## src/hdl/md4skm_pkg.sv

```systemverilog
// ----------------------------------------------------------------------------
// md4skm_pkg
// shared types, constants and step functions for the md4 short key matcher
// ----------------------------------------------------------------------------
package md4skm_pkg;

  localparam logic [31:0] IV_A     = 32'h67452301;
  localparam logic [31:0] IV_B     = 32'hefcdab89;
  localparam logic [31:0] IV_C     = 32'h98badcfe;
  localparam logic [31:0] IV_D     = 32'h10325476;
  localparam logic [31:0] ROUND2_K = 32'h5a827999;
  localparam logic [31:0] ROUND3_K = 32'h6ed9eba1;

  localparam int NUM_STEPS  = 41;
  localparam int LEN_W      = 6;
  localparam int CFG_ADDR_W = 3;

  localparam logic [CFG_ADDR_W-1:0] REG_TARGET_A   = 3'd0;
  localparam logic [CFG_ADDR_W-1:0] REG_TARGET_B   = 3'd1;
  localparam logic [CFG_ADDR_W-1:0] REG_TARGET_C   = 3'd2;
  localparam logic [CFG_ADDR_W-1:0] REG_TARGET_D   = 3'd3;
  localparam logic [CFG_ADDR_W-1:0] REG_KEY_LENGTH = 3'd4;

  localparam int R1_SHIFT [4] = '{3, 7, 11, 19};
  localparam int R2_SHIFT [4] = '{3, 5, 9, 13};
  localparam int R3_SHIFT [4] = '{3, 9, 11, 15};
  localparam int R2_WORD [16] = '{0, 4, 8, 12, 1, 5, 9, 13, 2, 6, 10, 14, 3, 7, 11, 15};
  localparam int R3_WORD [16] = '{0, 8, 4, 12, 2, 10, 6, 14, 1, 9, 5, 13, 3, 11, 7, 15};

  typedef logic [3:0][31:0] md4skm_state_t;

  typedef struct packed {
    logic [31:0]   m0;
    logic [31:0]   m1;
    md4skm_state_t v;
  } md4skm_cell_t;

  function automatic logic [31:0] rotl32(input logic [31:0] x, input int s);
    logic [31:0] r;
    r = (x << s) | (x >> (32 - s));
    return r;
  endfunction

  function automatic logic [31:0] rotr32_var(input logic [31:0] x, input logic [4:0] s);
    logic [31:0] r;
    r = (x >> s) | (x << (6'd32 - {1'b0, s}));
    return r;
  endfunction

  function automatic logic [31:0] msg_word(input int idx, input logic [31:0] m0,
                                           input logic [31:0] m1,
                                           input logic [LEN_W-1:0] len);
    logic [31:0] w;
    if (idx == 0) begin
      w = m0;
    end else if (idx == 1) begin
      w = m1;
    end else if (idx == 14) begin
      w = {{(32-LEN_W){1'b0}}, len};
    end else begin
      w = '0;
    end
    return w;
  endfunction

  // one forward md4 step, step is a constant per cell
  function automatic md4skm_state_t md4_step(input int step, input md4skm_cell_t c,
                                             input logic [LEN_W-1:0] len);
    md4skm_state_t v;
    int            rnd;
    int            pos;
    logic [1:0]    t;
    logic [31:0]   x;
    logic [31:0]   y;
    logic [31:0]   z;
    logic [31:0]   f;
    logic [31:0]   w;
    int            s;
    v   = c.v;
    rnd = step >> 4;
    pos = step & 15;
    t   = 2'(4 - (step & 3));
    x   = v[t + 2'd1];
    y   = v[t + 2'd2];
    z   = v[t + 2'd3];
    if (rnd == 0) begin
      f = (x & y) | (~x & z);
      w = msg_word(pos, c.m0, c.m1, len);
      s = R1_SHIFT[pos & 3];
    end else if (rnd == 1) begin
      f = (x & y) | (x & z) | (y & z);
      w = msg_word(R2_WORD[pos], c.m0, c.m1, len) + ROUND2_K;
      s = R2_SHIFT[pos & 3];
    end else begin
      f = x ^ y ^ z;
      w = msg_word(R3_WORD[pos], c.m0, c.m1, len) + ROUND3_K;
      s = R3_SHIFT[pos & 3];
    end
    v[t] = rotl32(v[t] + f + w, s);
    return v;
  endfunction

  // one inverse round 3 step with an all-zero message word
  function automatic md4skm_state_t md4_unstep(input md4skm_state_t vin, input logic [3:0] j);
    md4skm_state_t v;
    logic [1:0]    t;
    logic [4:0]    s;
    v = vin;
    t = 2'd0 - j[1:0];
    unique case (j[1:0])
      2'd0:    s = 5'd3;
      2'd1:    s = 5'd9;
      2'd2:    s = 5'd11;
      default: s = 5'd15;
    endcase
    v[t] = rotr32_var(v[t], s) - ((v[t + 2'd1] ^ v[t + 2'd2] ^ v[t + 2'd3]) + ROUND3_K);
    return v;
  endfunction

endpackage

```

## src/hdl/md4skm_step_cell.sv

```systemverilog
// ----------------------------------------------------------------------------
// md4skm_step_cell
// one md4 step with its own stage register, chained into the hash row
// ----------------------------------------------------------------------------
module md4skm_step_cell #(
  parameter int STEP = 0
) (
  input  logic                             clk,
  input  logic                             rst_n,
  input  logic                             en,
  input  logic                             prev_valid,
  input  md4skm_pkg::md4skm_cell_t         prev_data,
  input  logic [md4skm_pkg::LEN_W-1:0]     key_len,
  output logic                             cell_valid,
  output md4skm_pkg::md4skm_cell_t         cell_data
);
  import md4skm_pkg::*;

  logic         valid_r;
  md4skm_cell_t data_r;
  md4skm_cell_t data_nxt;

  always_comb begin
    data_nxt    = prev_data;
    data_nxt.v  = md4_step(STEP, prev_data, key_len);
  end

  always_ff @(posedge clk) begin
    if (!rst_n) begin
      valid_r <= 1'b0;
    end else if (en) begin
      valid_r <= prev_valid;
    end
  end

  always_ff @(posedge clk) begin
    if (en) begin
      data_r <= data_nxt;
    end
  end

  assign cell_valid = valid_r;
  assign cell_data  = data_r;

endmodule

```

## config.mk

```make
export PLATFORM = sky130hd
export DESIGN_NAME = md4skm_step_cell
export DESIGN_NICKNAME = d
export VERILOG_FILES = /design/src/hdl/md4skm_pkg.sv /design/src/hdl/md4skm_step_cell.sv
export SDC_FILE = /design/constraint.sdc
export NUM_CORES = 1
export LEC_CHECK = 0
export ABC_AREA = 1
export BUFFER_PORTS_ARGS = -buffer_cell sky130_fd_sc_hd__buf_4
export CORE_MARGIN = 8
export CORE_UTILIZATION = 23
export DETAILED_ROUTE_END_ITERATION = 12
export GPL_ROUTABILITY_DRIVEN = 1
export REMOVE_ABC_BUFFERS = 1
export SLEW_MARGIN = 0
export SYNTH_ARGS = -nofsm -noshare
export SYNTH_HDL_FRONTEND = slang
export SYNTH_SLANG_ARGS = --single-unit
```

## constraint.sdc

```tcl
create_clock -name clk -period 3.7 [get_ports clk]
set_clock_uncertainty 0.1 [all_clocks]
set_input_delay 0.555 -clock clk [delete_from_list [all_inputs] [get_ports clk]]
set_output_delay 0.555 -clock clk [all_outputs]
set_load 0.02 [all_outputs]
```

* Word level (Yosys, flattened, before mapping)
Cells that the tools add are included.
Storage, ports and cells: register bits after elaboration 193, bits of input ports 202, output and inout bits 193, word-level logic and storage cells 14
Cells by class: $add $sub $neg 2, bitwise gates (word level) 5
Operators by type and width (number):
- adder 32 bit | 2
- bitwise AND 32 bit | 2
- inverter 32 bit | 1
- OR 32 x 3 -> 32 bit | 1
- OR 32 bit | 1

* Depth between registers and ports, before layout
depth after elaboration 6, mapped depth 15, mapped depth without buffers 15

* Worst setup path after synthesis
OpenSTA, ideal clock, no wires.
kind input -> register, start input prev_data[33] in the netlist's numbering, end register data_r (netlist bit cell_data[0]), data pin, library setup time 0.252 ns, data arrival time 2.631 ns, data required time 3.348 ns, setup slack 0.716 ns, stages 14, path buffers 0, cell sequence mux2_2 -> fa_1 -> ha_1 -> fa_1 -> nand3_1 -> nand3_2 -> nand2_1 -> nand2_2 -> nand2_1 -> nand2_2 -> nand2_1 -> nand2_1 -> nand2_1 -> nand2_1
RTL lines:
- from (decl) | line md4skm_step_cell.sv:12 | input md4skm_pkg::md4skm_cell_t prev_data,
- to (signal assigned) | line md4skm_step_cell.sv:38 | data_r <= data_nxt;
- to (decl) | line md4skm_step_cell.sv:20 | md4skm_cell_t data_r;

==> results.py <==
metrics = {
    "worst_setup_path": {
        "r2r_cells": 2,
        "worst_r2r_startpoint": "cell_valid$_SDFFE_PN0P_",
        "crit_family": "adder cells",
        "cp_cell_sequence": "buf_4 -> mux2_2 -> fa_1 -> ha_1 -> fa_1 -> nand3_1 -> nand3_2 -> nand2_1 -> nand2_2 -> nand2_1 -> nand2_2 -> nand2_1 -> nand2_1 -> nand2_1 -> nand2_1",
        "worstPathRequired_ps": 3810,
        "critPathKind": "in -> reg",
        "crit_path_start": "prev_data[33]",
        "end_kind": "flop",
        "worst-path-buf-inv": 1,
        "critPathMaxStageDelay_ps": 470,
        "cp_slowest_cell": "fa_1",
        "path_max_fanout": 4,
        "path_depth": 15,
        "critical_path.startpoint_type": "primary input",
        "crit_arrival_ps": 3020,
        "crit_top_cell": "nand2_1",
    },
    "synth": {
        "ys_async_sr_fraction": 0,
        "syn_avg_cell_area_um2": 12.36,
        "syn_inst": 735,
        "yosysTopAreaCellShare": 0.6348,
        "yosys_warnings": 0,
        "synthTopCellsByArea": "edfxtp_1 63%, nand2_1 8.7%, fa_1 7.1%",
        "synthFlopType": "edfxtp_1",
        "syn-cell-area_um2": 9082,
        "synth_edf_count": 192,
        "synth.ff_latch_count": 193,
        "yosys.cell_types.count": 24,
        "seq_area_frac_synth": 0.6370,
        "yosysTopAreaCell": "edfxtp_1",
    },
    "pwr": {
        "sw_frac_of_total": 0.3285,
        "p_leak_nw": 6.051,
        "p_seq_frac": 0.420,
        "clockPowerShare": 0.266,
        "comb_power_share": 0.314,
        "peakVddDrop_mv": 0.3228,
        "netSwitchingPower_w": 0.002193,
        "p_per_area_nw_per_um2": 504.2,
        "p_int_w": 0.004483,
    },
    "drt": {
        "wirelength_um": 28150,
        "drc": 0,
        "ant_nets": 0,
        "avgViaCountPerCell": 3.921,
        "drt_iter0_drc": 304,
        "vias": 6591,
        "wire_per_inst_um": 16.74,
        "first_pass_iters": 4,
    },
    "min_path": {
        "min-delay-start": "prev_data[156]",
        "hold_depth": 1,
        "hp-class": "in -> reg",
    },
    "status": {
        "outcome": "finished, final reports clean",
    },
    "clock_network": {
        "tritoncts": "built",
        "cts_setup_buffers": 0,
        "cts-root-buf": "clkbuf_16",
        "ctsHoldBuffers": 0,
        "path_clk_slew_ps": 70,
        "insertion_delay_ps": 440,
        "clock_sinks": 193,
        "cts_buffer_depth": 2,
        "htree_levels": 4,
        "cts_resized": 0,
        "numCtsBuffers": 17,
    },
    "run": {
        "max_cap_viol_count": 0,
    },
    "timing": {
        "final.min_clock_period_ps": 2904,
        "final_max_slew_viol_count": 0,
        "setup_tns_ps": 0,
        "setup_viol": 0,
        "fmax_mhz": 344.3,
        "slew_headroom": 0.6133,
        "worst_slew_pin_slew_ps": 580.0,
        "period_share": 0.7849,
        "rsz0062_at_grt": "no",
        "hold_violations": 0,
    },
    "die": {
        "die-width_um": 214.7,
        "die_h_um": 214.7,
        "dieArea_um2": 46100,
        "rows": 73,
        "core_um2": 39370,
        "start_util": 0.2307,
        "io_pins": 395,
    },
    "grt": {
        "gr-total-overflow": 0,
        "use_met3": 0.05154,
        "busiest_layer": "met2",
        "grtUsageMet1": 0.1316,
        "met2_usage": 0.2120,
        "grt_max_degree": 90,
        "antenna_found_initial": 0,
        "grt_pass1_wl_um": 42330,
        "grt_use_total": 0.1213,
        "grt_pass1_vias": 7205,
    },
    "placed_design": {
        "port_buffers": 388,
        "gp_congestion": 0.8407,
        "hpwlAfterDp_um": 23280,
    },
    "cells_and_area": {
        "multiInputGateArea_um2": 2895,
        "seq_area_um2": 5786,
        "nets": 1408,
        "final_cell_mix": "387 x buf_4, 210 x nand2_1, 192 x edfxtp_1",
        "final_core_util": 0.3364,
        "final_common_cell": "buf_4",
        "area_delta_synth_final_pct": 45.79,
        "n_fill_cell": 4010,
        "drive_gt1_frac": 0.4069,
    },
}
power groups by stage:
| stage | logic, W | registers, W | clock network (W) |
|---|---|---|---|
| 2_1_floorplan | 0.000819 | 0.00318 | 0 |
| 3_3_place_gp | 0.00213 | 0.00284 | 0 |
| 3_5_place_dp | 0.00214 | 0.00285 | 0 |
| 4_1_cts | 0.00215 | 0.00281 | 0.00188 |
| 5_1_grt | 0.00233 | 0.00282 | 0.00193 |
| 6_report | 0.00210 | 0.00280 | 0.00178 |
cells in the mapped netlist, drive strengths merged, types with 2 or more instances:
library cell	instances
nand2	219
edfxtp	192
inv	107
nor2	40
fa	32
ha	30
mux2	30
nand3	28
a21oi	21
xor2	16
nor3	6
nand4	4
o21bai	3
o21ai	2
registers in the layout, summed over array words and instances, names as in the netlist:
register	flops
cell_data	192
cell_valid	1
through the flow:
stage	worst slack, ps	std cells	power, W	hold slack, ps	area [µm²]
after floorplan	716.5	735	0.003999	505.5	9082
after global routing	633.0	1680	0.007088	136.2	13240
after detailed placement	285.6	1650	0.004990	469.8	12700
after global placement	331.3	1650	0.004972	425.3	12700
after CTS	804.3	1680	0.006827	131.4	13240
final	795.8	1681	0.006676	178.8	13240
routing by layer:
metal,part of all wire,wire length (µm)
met5,0,0
met3,0.085,2399
met2,0.51,14290
met4,0.016,458
met1,0.39,11000
cells by family (layout without fill, tap and decap cells):
| logic type | Yosys count | count (layout) | share of synthesized area |
|---|---|---|---|
| fa+ha+maj | 62 | 62 | 0.1119 |
| flops | 193 | 193 | 0.6370 |
| other cells | 0 | 1 | 0 |
| simple gates | 299 | 299 | 0.1364 |
| buf+inv | 107 | 527 | 0.04422 |
| mux | 31 | 31 | 0.03830 |
| xor+xnor | 16 | 16 | 0.01543 |
| compound gates | 27 | 27 | 0.01681 |
worst paths after layout:
kind,end,slack (ps)
setup / recovery,cell_data[0]$_DFFE_PP_,800
hold / removal,cell_data[156]$_DFFE_PP_,180
setup reg to reg,cell_valid$_SDFFE_PN0P_,2940
hold reg to reg,cell_valid$_SDFFE_PN0P_,470
worst reg2reg max path: cells and delay by family, from the launching register on:
kind               cells  cell delay [ps]
DFF                    1              310
AOI/OAI and AO/OA      2              230
final cells by class:
type,count,area share
flip-flops and latches,193,0.4369
repair buffers,390,0.2235
clock inverters,11,0.008126
inverters,107,0.03033
well taps,525,0.04961
multi-input cells,435,0.2187
diodes,1,0.0001890
clock buffers,19,0.03269
Note: power is estimated with default switching activity, not from simulation.
